$ cat config.mk
export PLATFORM = sky130hd
export DESIGN_NAME = xml_entity_unescaper_flat
export DESIGN_NICKNAME = d
export VERILOG_FILES = /design/src/rtl/xeu_pkg.sv /design/src/rtl/xeu_in_if.sv /design/src/rtl/xeu_out_if.sv /design/src/rtl/xeu_front.sv /design/src/rtl/xeu_queue.sv /design/src/rtl/xeu_back.sv /design/src/rtl/xml_entity_unescaper.sv /design/src/flat_wrapper.sv
export VERILOG_INCLUDE_DIRS = /design/src /design/src/rtl
export SDC_FILE = /design/constraint.sdc
export NUM_CORES = 1
export LEC_CHECK = 0
export ABC_AREA = 1
export BUFFER_PORTS_ARGS = -buffer_cell sky130_fd_sc_hd__buf_2
export CORE_MARGIN = 5
export CORE_UTILIZATION = 40
export CTS_BUF_LIST = sky130_fd_sc_hd__clkbuf_8 sky130_fd_sc_hd__clkbuf_16
export CTS_CLUSTER_DIAMETER = 30
export DETAILED_ROUTE_END_ITERATION = 10
export PLACE_DENSITY_LB_ADDON = 0.1
export SYNTH_ARGS = -nofsm -noshare
export SYNTH_HDL_FRONTEND = slang
export SYNTH_SLANG_ARGS = --single-unit
$ cat constraint.sdc
create_clock -name clk -period 15.7 [get_ports clk]
set_input_delay 1.57 -clock clk [delete_from_list [all_inputs] [get_ports clk]]
set_output_delay 1.57 -clock clk [all_outputs]
set_load 0.02 [all_outputs]
$ cat src/rtl/assert_macros.svh
// ----------------------------------------------------------------------------
// assert_macros.svh
// Assertion macros shared by the entity decoder modules.
// ----------------------------------------------------------------------------
`ifndef ASSERT_MACROS_SVH
`define ASSERT_MACROS_SVH

`ifndef SYNTHESIS

// Checked only outside reset.
`define XEU_ASSERT(label, prop, msg) \
  label: assert property (@(posedge clk) disable iff (rst) prop) else $error(msg);

// Checked at every edge, reset included.
`define XEU_ASSERT_ALWAYS(label, prop, msg) \
  label: assert property (@(posedge clk) prop) else $error(msg);

`else

`define XEU_ASSERT(label, prop, msg)
`define XEU_ASSERT_ALWAYS(label, prop, msg)

`endif

`endif

$ cat src/rtl/xeu_pkg.sv
// ----------------------------------------------------------------------------
// xeu_pkg
// Shared constants, entity tables and the command type for the decoder.
// ----------------------------------------------------------------------------
package xeu_pkg;

  localparam logic [7:0] AMP_CHAR  = 8'h26;
  localparam logic [7:0] SEMI_CHAR = 8'h3B;

  localparam int NAME_MAX  = 4;
  localparam int ENT_COUNT = 5;
  localparam int MAX_OUT   = NAME_MAX + 2;
  localparam int LEN_W     = $clog2(MAX_OUT + 1);
  localparam int IDX_W     = $clog2(MAX_OUT);
  localparam int HELD_W    = $clog2(NAME_MAX + 2);
  localparam int QDEPTH    = 2;

  localparam logic [HELD_W-1:0] HELD_MAX = HELD_W'(NAME_MAX + 1);

  // One accepted item turns into this: the bytes it releases, in order.
  typedef struct packed {
    logic [MAX_OUT-1:0][7:0] bytes;
    logic [LEN_W-1:0]        len;
    logic                    last;
  } cmd_t;

  // Entity names: lt, gt, amp, quot, apos.
  function automatic logic [7:0] ent_name(input int e, input int j);
    logic [31:0] name;
    case (e)
      0:       name = {"l", "t", 8'h00, 8'h00};
      1:       name = {"g", "t", 8'h00, 8'h00};
      2:       name = {"a", "m", "p", 8'h00};
      3:       name = {"q", "u", "o", "t"};
      4:       name = {"a", "p", "o", "s"};
      default: name = '0;
    endcase
    return name[8*(3-j) +: 8];
  endfunction

  function automatic logic [HELD_W-1:0] ent_len(input int e);
    case (e)
      0, 1:    return HELD_W'(2);
      2:       return HELD_W'(3);
      default: return HELD_W'(4);
    endcase
  endfunction

  function automatic logic [7:0] ent_char(input int e);
    case (e)
      0:       return "<";
      1:       return ">";
      2:       return "&";
      3:       return 8'h22;
      default: return 8'h27;
    endcase
  endfunction

endpackage

$ cat src/rtl/xeu_in_if.sv
// ----------------------------------------------------------------------------
// xeu_in_if
// Input channel: escaped text bytes with an end-of-string flag.
// ----------------------------------------------------------------------------
interface xeu_in_if;
  logic       valid;
  logic       ready;
  logic [7:0] char_in;
  logic       end_of_text;

  modport source (output valid, output char_in, output end_of_text, input ready);
  modport sink   (input valid, input char_in, input end_of_text, output ready);
endinterface

$ cat src/rtl/xeu_out_if.sv
// ----------------------------------------------------------------------------
// xeu_out_if
// Output channel: unescaped text bytes with a last-byte flag.
// ----------------------------------------------------------------------------
interface xeu_out_if;
  logic       valid;
  logic       ready;
  logic [7:0] char_out;
  logic       last_out;

  modport source (output valid, output char_out, output last_out, input ready);
  modport sink   (input valid, input char_out, input last_out, output ready);
endinterface

$ cat src/rtl/xeu_front.sv
// ----------------------------------------------------------------------------
// xeu_front
// Accepts bytes, tracks the pending entity and builds the byte list for each item.
// ----------------------------------------------------------------------------
`include "assert_macros.svh"

module xeu_front (
  input  logic                clk,
  input  logic                rst,
  xeu_in_if.sink              in_ch,
  output logic                push_valid,
  output xeu_pkg::cmd_t       push_cmd,
  input  logic                push_ready
);
  import xeu_pkg::*;

  logic [HELD_W-1:0] held_count;
  logic [HELD_W-1:0] held_count_next;
  logic [7:0]        held_name [NAME_MAX];

  logic [HELD_W-1:0] k;
  logic              accept;
  logic              is_amp;
  logic              is_semi;
  logic              grows;
  logic              matched;
  logic [7:0]        match_char;
  logic              ok;
  logic [7:0]        probe;
  logic              flush;
  logic              extra_v;
  logic [7:0]        extra;
  logic              name_wr;
  logic [LEN_W-1:0]  len;

  assign accept      = in_ch.valid && in_ch.ready;
  assign in_ch.ready = push_ready;
  assign is_amp      = (in_ch.char_in == AMP_CHAR);
  assign is_semi     = (in_ch.char_in == SEMI_CHAR);

  // Number of name bytes held after the ampersand.
  always_comb begin
    if (held_count == '0) begin
      k = '0;
    end else if (held_count > HELD_MAX) begin
      k = HELD_W'(NAME_MAX);
    end else begin
      k = held_count - HELD_W'(1);
    end
  end

  // Prefix and full-name checks against all entities in parallel.
  always_comb begin
    grows      = 1'b0;
    matched    = 1'b0;
    match_char = '0;
    for (int e = 0; e < ENT_COUNT; e++) begin
      ok = (k + HELD_W'(1)) <= ent_len(e);
      for (int j = 0; j < NAME_MAX; j++) begin
        probe = (HELD_W'(j) < k) ? held_name[j] : in_ch.char_in;
        if (HELD_W'(j) <= k && probe != ent_name(e, j)) begin
          ok = 1'b0;
        end
      end
      if (ok) begin
        grows = 1'b1;
      end
      ok = (k == ent_len(e));
      for (int j = 0; j < NAME_MAX; j++) begin
        if (HELD_W'(j) < k && held_name[j] != ent_name(e, j)) begin
          ok = 1'b0;
        end
      end
      if (ok && !matched) begin
        matched    = 1'b1;
        match_char = ent_char(e);
      end
    end
  end

  // Classify the item: flush the held bytes, append one extra byte, or hold.
  always_comb begin
    flush           = 1'b0;
    extra_v         = 1'b0;
    extra           = in_ch.char_in;
    name_wr         = 1'b0;
    held_count_next = '0;
    if (held_count == '0) begin
      if (is_amp) begin
        extra_v         = in_ch.end_of_text;
        held_count_next = in_ch.end_of_text ? '0 : HELD_W'(1);
      end else begin
        extra_v = 1'b1;
      end
    end else if (is_amp) begin
      flush           = 1'b1;
      extra_v         = in_ch.end_of_text;
      held_count_next = in_ch.end_of_text ? '0 : HELD_W'(1);
    end else if (is_semi) begin
      if (matched) begin
        extra_v = 1'b1;
        extra   = match_char;
      end else begin
        flush   = 1'b1;
        extra_v = 1'b1;
      end
    end else if (k < HELD_W'(NAME_MAX) && grows && !in_ch.end_of_text) begin
      name_wr         = 1'b1;
      held_count_next = held_count + HELD_W'(1);
    end else begin
      // A broken prefix, or a good one cut short by the end of the string.
      flush   = 1'b1;
      extra_v = 1'b1;
    end
  end

  assign len = (flush ? LEN_W'(k + HELD_W'(1)) : '0) + LEN_W'(extra_v);

  always_comb begin
    push_cmd.bytes[0] = flush ? AMP_CHAR : extra;
    for (int i = 0; i < NAME_MAX; i++) begin
      push_cmd.bytes[i + 1] = (flush && HELD_W'(i) < k) ? held_name[i] : extra;
    end
    push_cmd.bytes[MAX_OUT-1] = extra;
    push_cmd.len  = len;
    push_cmd.last = in_ch.end_of_text;
  end

  assign push_valid = accept && (len != '0);

  always_ff @(posedge clk) begin
    if (rst) begin
      held_count <= '0;
    end else if (accept) begin
      held_count <= held_count_next;
    end
  end

  always_ff @(posedge clk) begin
    if (accept && name_wr) begin
      held_name[k[$clog2(NAME_MAX)-1:0]] <= in_ch.char_in;
    end
  end

  `XEU_ASSERT(a_held_range, held_count <= HELD_MAX, "held count out of range")
  `XEU_ASSERT(a_push_len, push_valid |-> push_cmd.len <= LEN_W'(MAX_OUT), "command too long")
  `XEU_ASSERT(a_end_clears, accept && in_ch.end_of_text |=> held_count == '0, "bytes kept")
  `XEU_ASSERT(a_end_emits, accept && in_ch.end_of_text |-> push_valid, "no output at end")

endmodule

$ cat src/rtl/xeu_queue.sv
// ----------------------------------------------------------------------------
// xeu_queue
// Short command queue between the classifier and the serializer.
// ----------------------------------------------------------------------------
`include "assert_macros.svh"

module xeu_queue (
  input  logic          clk,
  input  logic          rst,
  input  logic          push_valid,
  input  xeu_pkg::cmd_t push_cmd,
  output logic          push_ready,
  output logic          pop_valid,
  output xeu_pkg::cmd_t pop_cmd,
  input  logic          pop_ready
);
  import xeu_pkg::*;

  localparam int PTR_W = (QDEPTH > 1) ? $clog2(QDEPTH) : 1;
  localparam int CNT_W = $clog2(QDEPTH + 1);

  cmd_t             entry [QDEPTH];
  logic [PTR_W-1:0] wr_ptr;
  logic [PTR_W-1:0] rd_ptr;
  logic [CNT_W-1:0] count;
  logic             do_push;
  logic             do_pop;

  assign push_ready = (count != CNT_W'(QDEPTH));
  assign pop_valid  = (count != '0);
  assign pop_cmd    = entry[rd_ptr];
  assign do_push    = push_valid && push_ready;
  assign do_pop     = pop_valid && pop_ready;

  always_ff @(posedge clk) begin
    if (rst) begin
      wr_ptr <= '0;
      rd_ptr <= '0;
      count  <= '0;
    end else begin
      if (do_push) begin
        wr_ptr <= (wr_ptr == PTR_W'(QDEPTH - 1)) ? '0 : wr_ptr + PTR_W'(1);
      end
      if (do_pop) begin
        rd_ptr <= (rd_ptr == PTR_W'(QDEPTH - 1)) ? '0 : rd_ptr + PTR_W'(1);
      end
      if (do_push && !do_pop) begin
        count <= count + CNT_W'(1);
      end else if (do_pop && !do_push) begin
        count <= count - CNT_W'(1);
      end
    end
  end

  always_ff @(posedge clk) begin
    if (do_push) begin
      entry[wr_ptr] <= push_cmd;
    end
  end

  `XEU_ASSERT(a_no_overflow, count == CNT_W'(QDEPTH) |-> !push_valid, "push into full queue")
  `XEU_ASSERT(a_nonempty_cmd, pop_valid |-> pop_cmd.len != '0, "empty command queued")
  `XEU_ASSERT(a_count_step, do_push && !do_pop |=> count == $past(count) + CNT_W'(1), "count lost a push")

endmodule

$ cat src/rtl/xeu_back.sv
// ----------------------------------------------------------------------------
// xeu_back
// Serializes each command into bytes, one per cycle unless the output stalls.
// ----------------------------------------------------------------------------
`include "assert_macros.svh"

module xeu_back (
  input  logic          clk,
  input  logic          rst,
  input  logic          pop_valid,
  input  xeu_pkg::cmd_t pop_cmd,
  output logic          pop_ready,
  xeu_out_if.source     out_ch
);
  import xeu_pkg::*;

  logic [IDX_W-1:0] idx;
  logic             at_end;
  logic             fire;

  assign at_end          = (LEN_W'(idx) == pop_cmd.len - LEN_W'(1));
  assign out_ch.valid    = pop_valid;
  assign out_ch.char_out = pop_cmd.bytes[idx];
  assign out_ch.last_out = pop_cmd.last && at_end;
  assign fire            = out_ch.valid && out_ch.ready;
  assign pop_ready       = fire && at_end;

  always_ff @(posedge clk) begin
    if (rst) begin
      idx <= '0;
    end else if (fire) begin
      idx <= at_end ? '0 : idx + IDX_W'(1);
    end
  end

  `XEU_ASSERT(a_idx_in_cmd, pop_valid |-> LEN_W'(idx) < pop_cmd.len, "byte index past command")
  `XEU_ASSERT(a_last_restarts, fire && out_ch.last_out |=> idx == '0, "index not reset after last byte")
  `XEU_ASSERT_ALWAYS(a_idx_reset, rst |=> idx == '0, "index not cleared by reset")

endmodule

$ cat src/rtl/xml_entity_unescaper.sv
// Ordering: each accepted item is registered in the command queue before its first byte is offered.
// Throughput: one item per cycle while items release at most one byte each and the
// output takes them; an item releasing n bytes (n up to six) holds the serializer until
// all are sent; a two-entry command queue lets input go on meanwhile until it fills.
// Reset: synchronous, clears the pending-ampersand state, the queue and the serializer;
// held name bytes are not cleared.
// ----------------------------------------------------------------------------
// xml_entity_unescaper
// Streaming decoder for the five predefined XML entities.
// ----------------------------------------------------------------------------
module xml_entity_unescaper (
  input  logic       clk,
  input  logic       rst,
  xeu_in_if.sink     in_ch,
  xeu_out_if.source  out_ch
);
  import xeu_pkg::*;

  logic push_valid;
  logic push_ready;
  cmd_t push_cmd;
  logic pop_valid;
  logic pop_ready;
  cmd_t pop_cmd;

  xeu_front u_front (
    .clk        (clk),
    .rst        (rst),
    .in_ch      (in_ch),
    .push_valid (push_valid),
    .push_cmd   (push_cmd),
    .push_ready (push_ready)
  );

  xeu_queue u_queue (
    .clk        (clk),
    .rst        (rst),
    .push_valid (push_valid),
    .push_cmd   (push_cmd),
    .push_ready (push_ready),
    .pop_valid  (pop_valid),
    .pop_cmd    (pop_cmd),
    .pop_ready  (pop_ready)
  );

  xeu_back u_back (
    .clk       (clk),
    .rst       (rst),
    .pop_valid (pop_valid),
    .pop_cmd   (pop_cmd),
    .pop_ready (pop_ready),
    .out_ch    (out_ch)
  );

endmodule

$ cat src/flat_wrapper.sv
// flat-port wrapper written by rule: the top's interface ports become plain ports
module xml_entity_unescaper_flat import xeu_pkg::*;
  (clk, rst, in_ch_valid, in_ch_char_in, in_ch_end_of_text, in_ch_ready, out_ch_valid, out_ch_char_out, out_ch_last_out, out_ch_ready);
  xeu_in_if in_ch_i ();
  xeu_out_if out_ch_i ();
  input  logic clk;
  input  logic rst;
  input wire logic [$bits(in_ch_i.valid)-1:0] in_ch_valid;
  input wire logic [$bits(in_ch_i.char_in)-1:0] in_ch_char_in;
  input wire logic [$bits(in_ch_i.end_of_text)-1:0] in_ch_end_of_text;
  output wire logic [$bits(in_ch_i.ready)-1:0] in_ch_ready;
  output wire logic [$bits(out_ch_i.valid)-1:0] out_ch_valid;
  output wire logic [$bits(out_ch_i.char_out)-1:0] out_ch_char_out;
  output wire logic [$bits(out_ch_i.last_out)-1:0] out_ch_last_out;
  input wire logic [$bits(out_ch_i.ready)-1:0] out_ch_ready;
  assign in_ch_i.valid = in_ch_valid;
  assign in_ch_i.char_in = in_ch_char_in;
  assign in_ch_i.end_of_text = in_ch_end_of_text;
  assign in_ch_ready = in_ch_i.ready;
  assign out_ch_valid = out_ch_i.valid;
  assign out_ch_char_out = out_ch_i.char_out;
  assign out_ch_last_out = out_ch_i.last_out;
  assign out_ch_i.ready = out_ch_ready;
  xml_entity_unescaper u_core (.clk(clk), .rst(rst), .in_ch(in_ch_i), .out_ch(out_ch_i));
endmodule
# [Word-level counts from Yosys, hierarchy flattened]
# Memory sizes are Yosys's and may differ from the RTL's. A register that Yosys moved wholly into a read port is not among the register bits.
# Index checks and enable logic that the tools add are counted.
[classes] order_cmp=14 eq_ne=31 n_reduce_logical=63 n_mux=103 add_sub_neg=10
[ops] op="inequality test 8 x 7 -> 1 bit (second input constant)" count=24
[ops] op="two-way mux 8 bit" count=18
[ops] op="two-way mux 1 bit" count=73
[ops] op="logical AND 1 bit" count=48
[ops] op="nonzero test 8 bit" count=4
[ops] op="binary-select mux 8 bit (select 3 bit)" count=1
[ops] op="two-way mux 3 bit" count=8
[ops] op="== test 8 x 6 -> 1 bit (second input constant)" count=2
[ops] op="adder 3 x 1 -> 3 bit (second input constant)" count=3
[ops] op="zero test 1 bit" count=7
[ops] op="== test 3 x 2 -> 1 bit (second input constant)" count=2
[ops] op="less-or-equal comparator 1 x 3 -> 1 bit (first input constant)" count=2
[ops] op="less-or-equal comparator 2 x 3 -> 1 bit (first input constant)" count=2
[ops] op="less-or-equal comparator 3 x 2 -> 1 bit (second input constant)" count=2
[ops] op="less-than comparator 1 x 3 -> 1 bit (first input constant)" count=2
[ops] op="less-than comparator 2 x 3 -> 1 bit (first input constant)" count=2
[ops] op="two-way mux 6 bit" count=1
[ops] op="subtractor 3 x 1 -> 3 bit (second input constant)" count=2
[ops] op="less-than comparator 3 x 4 -> 1 bit (second input constant)" count=1
[ops] op="two-way mux 2 bit" count=2
[ops] op="nonzero test 2 bit" count=2
[ops] op="adder 3 x 1 -> 3 bit" count=1
[ops] op="== test 3 bit" count=1
[ops] op="== test 3 bit (second input constant)" count=1
[ops] op="9 further kinds" count=10
[word_totals] register_bits=10 mem_bits_rw=136 mem_count=2 output_inout_bits=11 word_cells=228
[memory_table] name="u_core.u_queue.entry" words=2 width=52 rd=1 rd_clocked_by_memory_dff=1 wr=1 line_no="xeu_queue.sv:22" source="cmd_t entry [QDEPTH];"
[memory_table] name="u_core.u_front.held_name" words=4 width=8 rd=4 rd_clocked_by_memory_dff=0 wr=1 line_no="xeu_front.sv:19" source="logic [7:0] held_name [NAME_MAX];"

# [Logic depth before layout (Yosys ltp)]
# Gate-level depths: netlist of run 1.
[logic_depth] depth_word=35 ltp_mapped=38

# [Modules after synthesis]
# Synthesis of run 1 repeated with hierarchy kept, for this count alone.
[unflattened] cells_unflattened=810 area_unflattened_um2=8345.5
[modules_own_cells] module="xeu_queue" area_each_um2=4246.6 seq_area_each_um2=3223.1 cells_per_inst=199 n_inst=1
[modules_own_cells] module="xeu_front" area_each_um2=3380.7 seq_area_each_um2=1021.0 cells_per_inst=484 n_inst=1
[modules_own_cells] module="xeu_back" area_each_um2=718.2 seq_area_each_um2=60.1 cells_per_inst=127 n_inst=1

# [Worst setup path after synthesis of run 1]
# No wires, ideal clock.
[synth_timing] path_type="input -> register" start="in in_ch_char_in[7]" end="mem u_core.u_queue.entry[0][0] in the netlist's numbering, enable pin" cell_stages=25 t_arrival_ns=5.749 setup_slack_ns=9.489 setup_ns=0.462 path_cell_list="inv_1 -> nand3_1 -> nand3_1 -> nand2_1 -> nor2_1 -> nand3_1 -> nand2_1 -> nand2_1 -> nor2_1 -> nand2_1 -> nand2_1 -> nand2_1 -> nand2_1 -> nand2_1 -> nand2_2 -> nand2_4 -> nand2_8 -> nor2_1 -> ha_1 -> ha_1 -> inv_1 -> nand4_1 -> nand3_1 -> nand2_1 -> nor2_1"
[synth_via] elab_chain_cells=25
[synth_rtl] element="from (decl)" line_no="flat_wrapper.sv:9" source="input wire logic [$bits(in_ch_i.char_in)-1:0] in_ch_char_in;"
[synth_rtl] element="two-way mux 8 bit" line_no="xeu_front.sv:60" source="probe = (HELD_W'(j) < k) ? held_name[j] : in_ch.char_in;"
[synth_rtl] element="inequality test 8 x 7 -> 1 bit" line_no="xeu_front.sv:61" source="if (HELD_W'(j) <= k && probe != ent_name(e, j)) begin"
[synth_rtl] element="logical AND 1 bit" line_no="xeu_front.sv:61"
[synth_rtl] element="two-way mux 1 bit (4 in a row)" line_no="xeu_front.sv:61"
[synth_rtl] element="two-way mux 1 bit (5 in a row)" line_no="xeu_front.sv:65" source="if (ok) begin"
[synth_rtl] element="logical AND 1 bit (2 in a row)" line_no="xeu_front.sv:107" source="end else if (k < HELD_W'(NAME_MAX) && grows && !in_ch.end_of_text) begin"
[synth_rtl] element="two-way mux 1 bit" line_no="xeu_front.sv:107"
[synth_rtl] element="two-way mux 1 bit" line_no="xeu_front.sv:99" source="end else if (is_semi) begin"
[synth_rtl] element="two-way mux 1 bit" line_no="xeu_front.sv:95" source="end else if (is_amp) begin"
[synth_rtl] element="two-way mux 1 bit" line_no="xeu_front.sv:88" source="if (held_count == '0) begin"
[synth_rtl] element="two-way mux 3 bit" line_no="xeu_front.sv:117" source="assign len = (flush ? LEN_W'(k + HELD_W'(1)) : '0) + LEN_W'(extra_v);"
[synth_rtl] element="adder 3 x 1 -> 3 bit (*)" line_no="xeu_front.sv:117"
[synth_rtl] element="nonzero test 3 bit (*)" line_no="xeu_front.sv:129" source="assign push_valid = accept && (len != '0);"
[synth_rtl] element="logical AND 1 bit (*)" line_no="xeu_front.sv:129"
[synth_rtl] element="logical AND 1 bit (*)" line_no="xeu_queue.sv:32" source="assign do_push = push_valid && push_ready;"
[synth_rtl] element="two-way mux 1 bit (*)" line_no="xeu_queue.sv:56" source="if (do_push) begin"
[synth_rtl] element="two-way mux 1 bit (not written as such) (*)" line_no="xeu_queue.sv:57" source="entry[wr_ptr] <= push_cmd;"
[synth_rtl] element="to (decl)" line_no="xeu_queue.sv:22"
# Mark *: on every way between the ends. The rest lies on a longest branch, timed or not.

# [Worst setup path in the final report of run 1]
[layout_timing] start="in in_ch_char_in[5]" end="mem u_core.u_queue.entry[0][51] in the netlist's numbering, enable pin"
# The elaborated chain is that of the path after synthesis.

==> results of run 1 <==
## area by class of cell
type / count / share of cell area, %
clock inverter: 14 / 1.35
inverter: 82 / 3.74
timing repair buffer: 28 / 1.81
multi-input combinational: 527 / 33.3
sequential: 147 / 51.1
tap: 234 / 3.48
clock buffer: 18 / 5.22
## critical path: cells and delay by family
kind	cells	cell delay [ns]
and+or+nand+nor	18	1.56
buffers and inverters	5	1.03
adders and majority gates	2	0.38
AOI/OAI and AO/OA	1	0.37
## cells in the mapped netlist (all sizes together) (3+ instances only)
cell type / number
nand2: 158
edfxtp: 136
nor2: 108
o21ai: 101
inv: 81
nand3: 42
a21oi: 21
clkbuf: 18
nand4: 14
ha: 13
o221ai: 13
o22ai: 13
buf: 12
dfxtp: 11
nor3: 8
xor2: 6
a32o: 5
nor4: 5
a31oi: 3
o211ai: 3
## report_power, final
part	internal (mW)	leakage [nW]	total (mW)	switching [mW]
clock	0.221	0.276	0.382	0.161
combinational	0.113	1.63	0.394	0.281
sequential	0.505	1.34	0.523	0.0188
## sequential cells by signal, indices dropped and copies added (netlist names), named ones only
register,count
u_core.u_front.held_name,32
u_core.u_queue.entry,104
u_core.u_queue.count,2
u_core.u_back.idx,3
u_core.u_queue.rd_ptr,1
u_core.u_front.held_count,3
u_core.u_queue.wr_ptr,1
## metal layers
layer | track usage, % | share of wire, %
met4 | 6.70 | 2.4
met2 | 32.3 | 47
met1 | 27.8 | 45
met3 | 3.74 | 4.9
met5 | 0 | 0
## path summary, 6_finish.rpt
kind,slack [ns],from,end
setup / recovery,10.78,in_ch_char_in[5],u_core.u_queue.entry[0][51]$_DFFE_PP_
setup reg to reg,10.79,u_core.u_front.held_count[0]$_SDFFE_PP0P_,u_core.u_queue.entry[0][51]$_DFFE_PP_
hold reg to reg,0.49,u_core.u_queue.count[1]$_SDFFE_PP0P_,u_core.u_queue.count[1]$_SDFFE_PP0P_
hold / removal,0.49,u_core.u_queue.count[1]$_SDFFE_PP0P_,u_core.u_queue.count[1]$_SDFFE_PP0P_
## per-stage QoR
step / cells / utilization [%]
floorplan: 786 / -
global placement: 1018 / 42.1
detailed placement: 1018 / 42.1
CTS: 1050 / 45.0
global route: 1050 / 45.0
finish: 1050 / 45.0
## cell families (layout without fill, tap and decap cells)
kind of cell / count (synthesis) / after routing / share of synthesized area (%)
AOI/OAI and AO/OA: 166 / 166 / 12.7
DFF: 147 / 147 / 56.7
buffers and inverters: 112 / 142 / 6.57
and+or+nand+nor: 339 / 339 / 20.7
adders and majority gates: 13 / 13 / 2.14
xor gates and xnor gates: 7 / 7 / 0.906
muxes: 2 / 2 / 0.264
==> impl_metrics.toml, run 1 <==
[run_status]
status = "complete, no violations"

[hold_path]
min_path_type = "reg -> reg"
hold_depth = 2

[sta]
setup_viol = 0
setup_ws_ns = 10.78
clock.fmax_mhz = 203
finalClockSkew_ns = 0.0109
hold_viol_final = 0
slew_headroom_pct = 36.1
rsz0062_at_grt = "false"
setup_tns_ns = 0
period_share_pct = 31.3
worst_pin_slew_ns = 0.955
hold_ws_ns = 0.493
maxSlewViolCount = 0
post-route-min-period_ns = 4.92

[job]
maxCapViolCount = 0

[floorplan]
core_sq_mm = 0.0187
num_io_pins = 24
die_y_microns = 148
rows = 50
initial_core_util_pct = 40.6
die-width_microns = 148
dieArea_sq_mm = 0.0218

[power_and_ir_drop]
leakagePower_nw = 3.25
max-vdd-ir-drop_mv = 0.0857
p_per_area_mw_per_mm2 = 154
finalPower_mw = 1.30

[clock_tree]
holdBufCountCts = 0
tritoncts = "built"
cts-resized-gates = 0
clkSinkCount = 147
htree_levels = 4
cts_buffer_depth = 2
numCtsBuffers = 17
clockRootBuffer = "clkbuf_16"
clock_latency_ns = 0.42
postCtsSetupBuffers = 0
path_clk_slew_ns = 0.06

[global_route]
antenna_found_initial = 0
gr-total-overflow = 0
grt_pass1_vias = 5658
grt_max_degree = 54
grtUsageTotal_pct = 20.2
grt_pass1_wl_mm = 33.4

[detailed_routing]
ant_nets = 0
drc = 0
vias_per_cell = 5.53
drt-initial-drc-count = 580
vias = 5802
wl_per_cell_microns = 20.6
drt_pass1_iterations = 6
finalWirelength_mm = 21.6

[layout]
layout_commonest_cell = "nand2_1"
fin_area_sq_mm = 0.00842
drive_above_1_share_pct = 11.5
antenna_cells = 0
multi_input_area_sq_mm = 0.00280
mostFrequentLayoutCells = "nand2_1 (144), edfxtp_1 (136), nor2_1 (104), inv_1 (75), o21ai_0 (64)"
fillCellCount = 1773
syn_to_final_growth_pct = 10.8
regArea_sq_mm = 0.00430
final_nets = 829

[setup_path]
cp.required_ns = 15.75
path_class = "in -> reg"
worst_ep_arrival_time_ns = 4.98
ff2ff_path_depth = 28
crit_path_max_incr_delay_ns = 0.56
crit_path_frequent_cell = "nand2_1"
cp_slowest_cell = "buf_4"
crit_path_end_kind = "flip-flop"
crit_path_start_kind = "input port"
crit_path_max_fanout = 52

[logic_synthesis]
synth_top_area_cell = "edfxtp_1"
synth.avg_cell_area_sq_um = 9.67
synth_edf_count = 136
synth_area_leaders = "edfxtp_1 (54%), nand2_1 (7.1%), nor2_1 (5.2%), o21ai_0 (4.2%), inv_1 (3.6%)"
ys_seq_elements = 147
syn-cell-area_sq_mm = 0.00760
synth_cell_types = 48
synth_nets = 812
synthCells = 786
async_reset_ff_share_pct = 0
ys.flop_type = "edfxtp_1"
yosysSeqAreaShare_pct = 56.7
synth_top_cell_area_share_pct = 53.8
yosys_warnings = 0

[placed_design]
place_area_sq_mm = 0.00787
hpwl_mm = 15.3
portBuffers = 23
place.gp.congestion = 0.944
dp_slack_ns = 10.36
Note: power is estimated with default switching activity, not from simulation.
==> inputs of run 2 (changes only) <==
--- a/config.mk
+++ b/config.mk
@@ -6,7 +6,7 @@
 export SDC_FILE = /design/constraint.sdc
 export NUM_CORES = 1
 export LEC_CHECK = 0
-export ABC_AREA = 1
+export ABC_AREA = 0
 export BUFFER_PORTS_ARGS = -buffer_cell sky130_fd_sc_hd__buf_2
 export CORE_MARGIN = 5
 export CORE_UTILIZATION = 40
==> constraint.sdc (replaced) <==
create_clock -name clk -period 4.33 [get_ports clk]
set_input_delay 0.433 -clock clk [delete_from_list [all_inputs] [get_ports clk]]
set_output_delay 0.433 -clock clk [all_outputs]
set_load 0.02 [all_outputs]
==> run 2 against run 1 <==
- power grew to 3.5 times the previous value
- clock power grew to 3.6 times the previous value
- critical path depth is 6 lower
- register-to-register slack worse by 11 ns
- count of clock-buffer cells in the layout is 1 lower
- critical endpoint is now u_core.u_queue.count[1]$_SDFFE_PP0P_
- wire length is 19% lower
- sequential power grew to 3.6 times the previous value
- utilization is 4.5 points higher
- largest cell class unchanged
- first-iteration DRC count is 48% lower
- sequential cell count stayed put
- area after synthesis is 4.8% lower
==> impl_metrics.toml, run 2 <==
[layout]
largest-register = "u_core.u_queue.entry"
regArea_sq_mm = 0.00431
fillCellCount = 1606
mostFrequentLayoutCells = "edfxtp_1 (136), buf_4 (76), nor2_1 (31), nand2_1 (25), mux4_2 (24)"
utilization_pct = 49.5
multi_input_area_sq_mm = 0.00291
antenna_cells = 0
drive_above_1_share_pct = 38.4
syn_to_final_growth_pct = 22.7
stdcell_count = 841
largest_reg_flops = 104
final_nets = 626
layout_commonest_cell = "edfxtp_1"

[sta]
hold_ws_ns = 0.278
setup_viol = 0
worst_pin_slew_ns = 0.985
clock.fmax_mhz = 234
maxSlewViolCount = 0
rsz0062_at_grt = "true"
slew_headroom_pct = 34.2
period_share_pct = 98.7
hold_viol_final = 0
finalClockSkew_ns = 0.00776
post-route-min-period_ns = 4.27

[floorplan]
dieArea_sq_mm = 0.0209
initial_core_util_pct = 40.4
die-width_microns = 144
rows = 49
die_y_microns = 144
num_io_pins = 24
core_sq_mm = 0.0179

[placed_design]
hpwl_mm = 13.2
place.gp.congestion = 0.925
placedCellCount = 808
portBuffers = 23

[power_and_ir_drop]
p_per_area_mw_per_mm2 = 511
max-vdd-ir-drop_mv = 0.287
leakagePower_nw = 3.11
finalPower_mw = 4.53

[detailed_routing]
vias = 4601
finalWirelength_mm = 17.6
wl_per_cell_microns = 20.9
ant_nets = 0
drt_pass1_iterations = 5
vias_per_cell = 5.47
drt-initial-drc-count = 302
drc = 0

[clock_tree]
clock_latency_ns = 0.42
tritoncts = "built"
clockRootBuffer = "clkbuf_16"
htree_levels = 4
holdBufCountCts = 0
cts_buffer_depth = 2
path_clk_slew_ns = 0.06
clkSinkCount = 147
numCtsBuffers = 17

[logic_synthesis]
async_reset_ff_share_pct = 0
synth_nets = 529
yosys_warnings = 0
syn-cell-area_sq_mm = 0.00723
ys_seq_elements = 147
ys.flop_type = "edfxtp_1"
yosysSeqAreaShare_pct = 59.5
yosys-top-cells-count = "edfxtp_1 (136), nor2_1 (31), nand2_1 (27), mux4_2 (24)"
synth.avg_cell_area_sq_um = 14.4
synth_area_leaders = "edfxtp_1 (56%), mux4_2 (7.5%), dfxtp_1 (3.0%), mux2_2 (2.8%), ha_1 (2.2%)"
synth_cell_types = 79
synthCells = 503
synth_top_cell_area_share_pct = 56.5
synth.most_common_cell = "edfxtp_1"
synth_top_area_cell = "edfxtp_1"
synth_edf_count = 136

[hold_path]
hold_start = "rst"
min_path_type = "in -> reg"
min_to = "u_core.u_front.held_count[2]$_SDFFE_PP0P_"
hold_depth = 2

[setup_path]
ff2ff_path_depth = 20
reg2reg_from = "u_core.u_front.held_count[1]$_SDFFE_PP0P_"
crit_path_start_kind = "flip-flop"
timing.reg2reg.setup_slack_ns = 0.06
worst_ep_arrival_time_ns = 4.62
cp.required_ns = 4.68
crit_path_max_fanout = 4
crit_path_end_kind = "flip-flop"
path_class = "reg -> reg"
regToRegEndpoint = "u_core.u_queue.count[1]$_SDFFE_PP0P_"

[global_route]
grt_pass1_vias = 4766
grtUsageTotal_pct = 17.8
gr-total-overflow = 0
grt_max_degree = 51
antenna_found_initial = 0
grt_pass1_wl_mm = 27.6

[job]
maxCapViolCount = 0

[run_status]
status = "complete, no violations"
run 2: cell count changes after synthesis, moves of 18 or more:
cell     before  now
inv_1        73   18
mux2_2        0   18
mux4_2        0   24
nand2_1     144   27
nand3_1      39    9
nor2_1      105   31
o21ai_0      64   13
o21ai_1      36    0
run 2: worst max-delay path by stage:
| stage | startpoint | endpoint | depth (start not counted) |
|---|---|---|---|
| 2_1_floorplan | u_core.u_front.held_count[0]$_SDFFE_PP0P_ | u_core.u_queue.entry[0][0]$_DFFE_PP_ | 19 |
| 3_3_place_gp | u_core.u_front.held_count[1]$_SDFFE_PP0P_ | u_core.u_queue.count[1]$_SDFFE_PP0P_ | 20 |
| 3_5_place_dp | u_core.u_front.held_count[1]$_SDFFE_PP0P_ | u_core.u_queue.count[1]$_SDFFE_PP0P_ | 20 |
| 4_1_cts | u_core.u_front.held_count[1]$_SDFFE_PP0P_ | u_core.u_queue.count[1]$_SDFFE_PP0P_ | 20 |
| 5_1_grt | u_core.u_front.held_count[1]$_SDFFE_PP0P_ | u_core.u_queue.count[1]$_SDFFE_PP0P_ | 21 |
| 6_report | u_core.u_front.held_count[1]$_SDFFE_PP0P_ | u_core.u_queue.count[1]$_SDFFE_PP0P_ | 20 |
run 2: per-layer routing:
metal / vias to the layer above / GRT usage, % / share of wire, %
li1: 2161 / - / -
met1: 2286 / 25.0 / 47
met2: 125 / 27.8 / 47
met3: 29 / 3.70 / 3.9
met4: 0 / 5.84 / 2.0
met5: - / 0 / 0
run 2: final cells by class:
type / count / share of cell area, %
clock buffer: 17 / 4.80
clock inverter: 14 / 1.61
inverter: 18 / 0.818
multi-input combinational: 315 / 32.8
sequential: 147 / 48.6
tap: 229 / 3.23
timing repair buffer: 101 / 8.18
run 2: power by group:
part,switching [mW],total [mW],internal (mW)
Combinational,0.672,1.25,0.578
Sequential,0.0994,1.89,1.79
Clock,0.553,1.39,0.841
run 2: through the flow:
step	setup TNS (ns)	area (sq um)	setup slack, ns
CTS	0	8820	0.0191
floorplan	-81.01	7310	-1.33
finish	0	8870	0.0556
global route	-0.0599	8870	-0.0599
detailed placement	-0.264	8190	-0.197
global placement	-0.143	8190	-0.132
run 2: critical path, stage by stage, from the launching register on:
cell and delay, ns:
dfxtp_2 0.33, inv_4 0.08, ha_4 0.14, and3b_4 0.20, or3_4 0.40, ha_4 0.31, nand2_2 0.04, nand2_1 0.08
nand2_2 0.06, or4_4 0.49, and3b_2 0.23, o21a_1 0.11, ha_2 0.18, ha_4 0.22, or3_1 0.35, a21oi_2 0.15
nor3_2 0.07, ha_2 0.19, xor2_1 0.14, or3_1 0.30, a21oi_1 0.13
run 2: timing repair:
action                                  CTS  global route
endpoints found under the hold margin     0             0
resized for setup                        14             9
setup buffers                             0             2
endpoints found under the setup margin   23            73
pin swaps                                 2             9
run 2: logic make-up after synthesis:
logic type	count (synthesis)	share of synthesized area (%)
AOI/OAI and AO/OA	72	7.39
xor gates and xnor gates	11	1.33
adders and majority gates	13	2.25
buffers and inverters	41	2.46
DFF	147	59.5
muxes	63	13.6
and+or+nand+nor	156	13.4
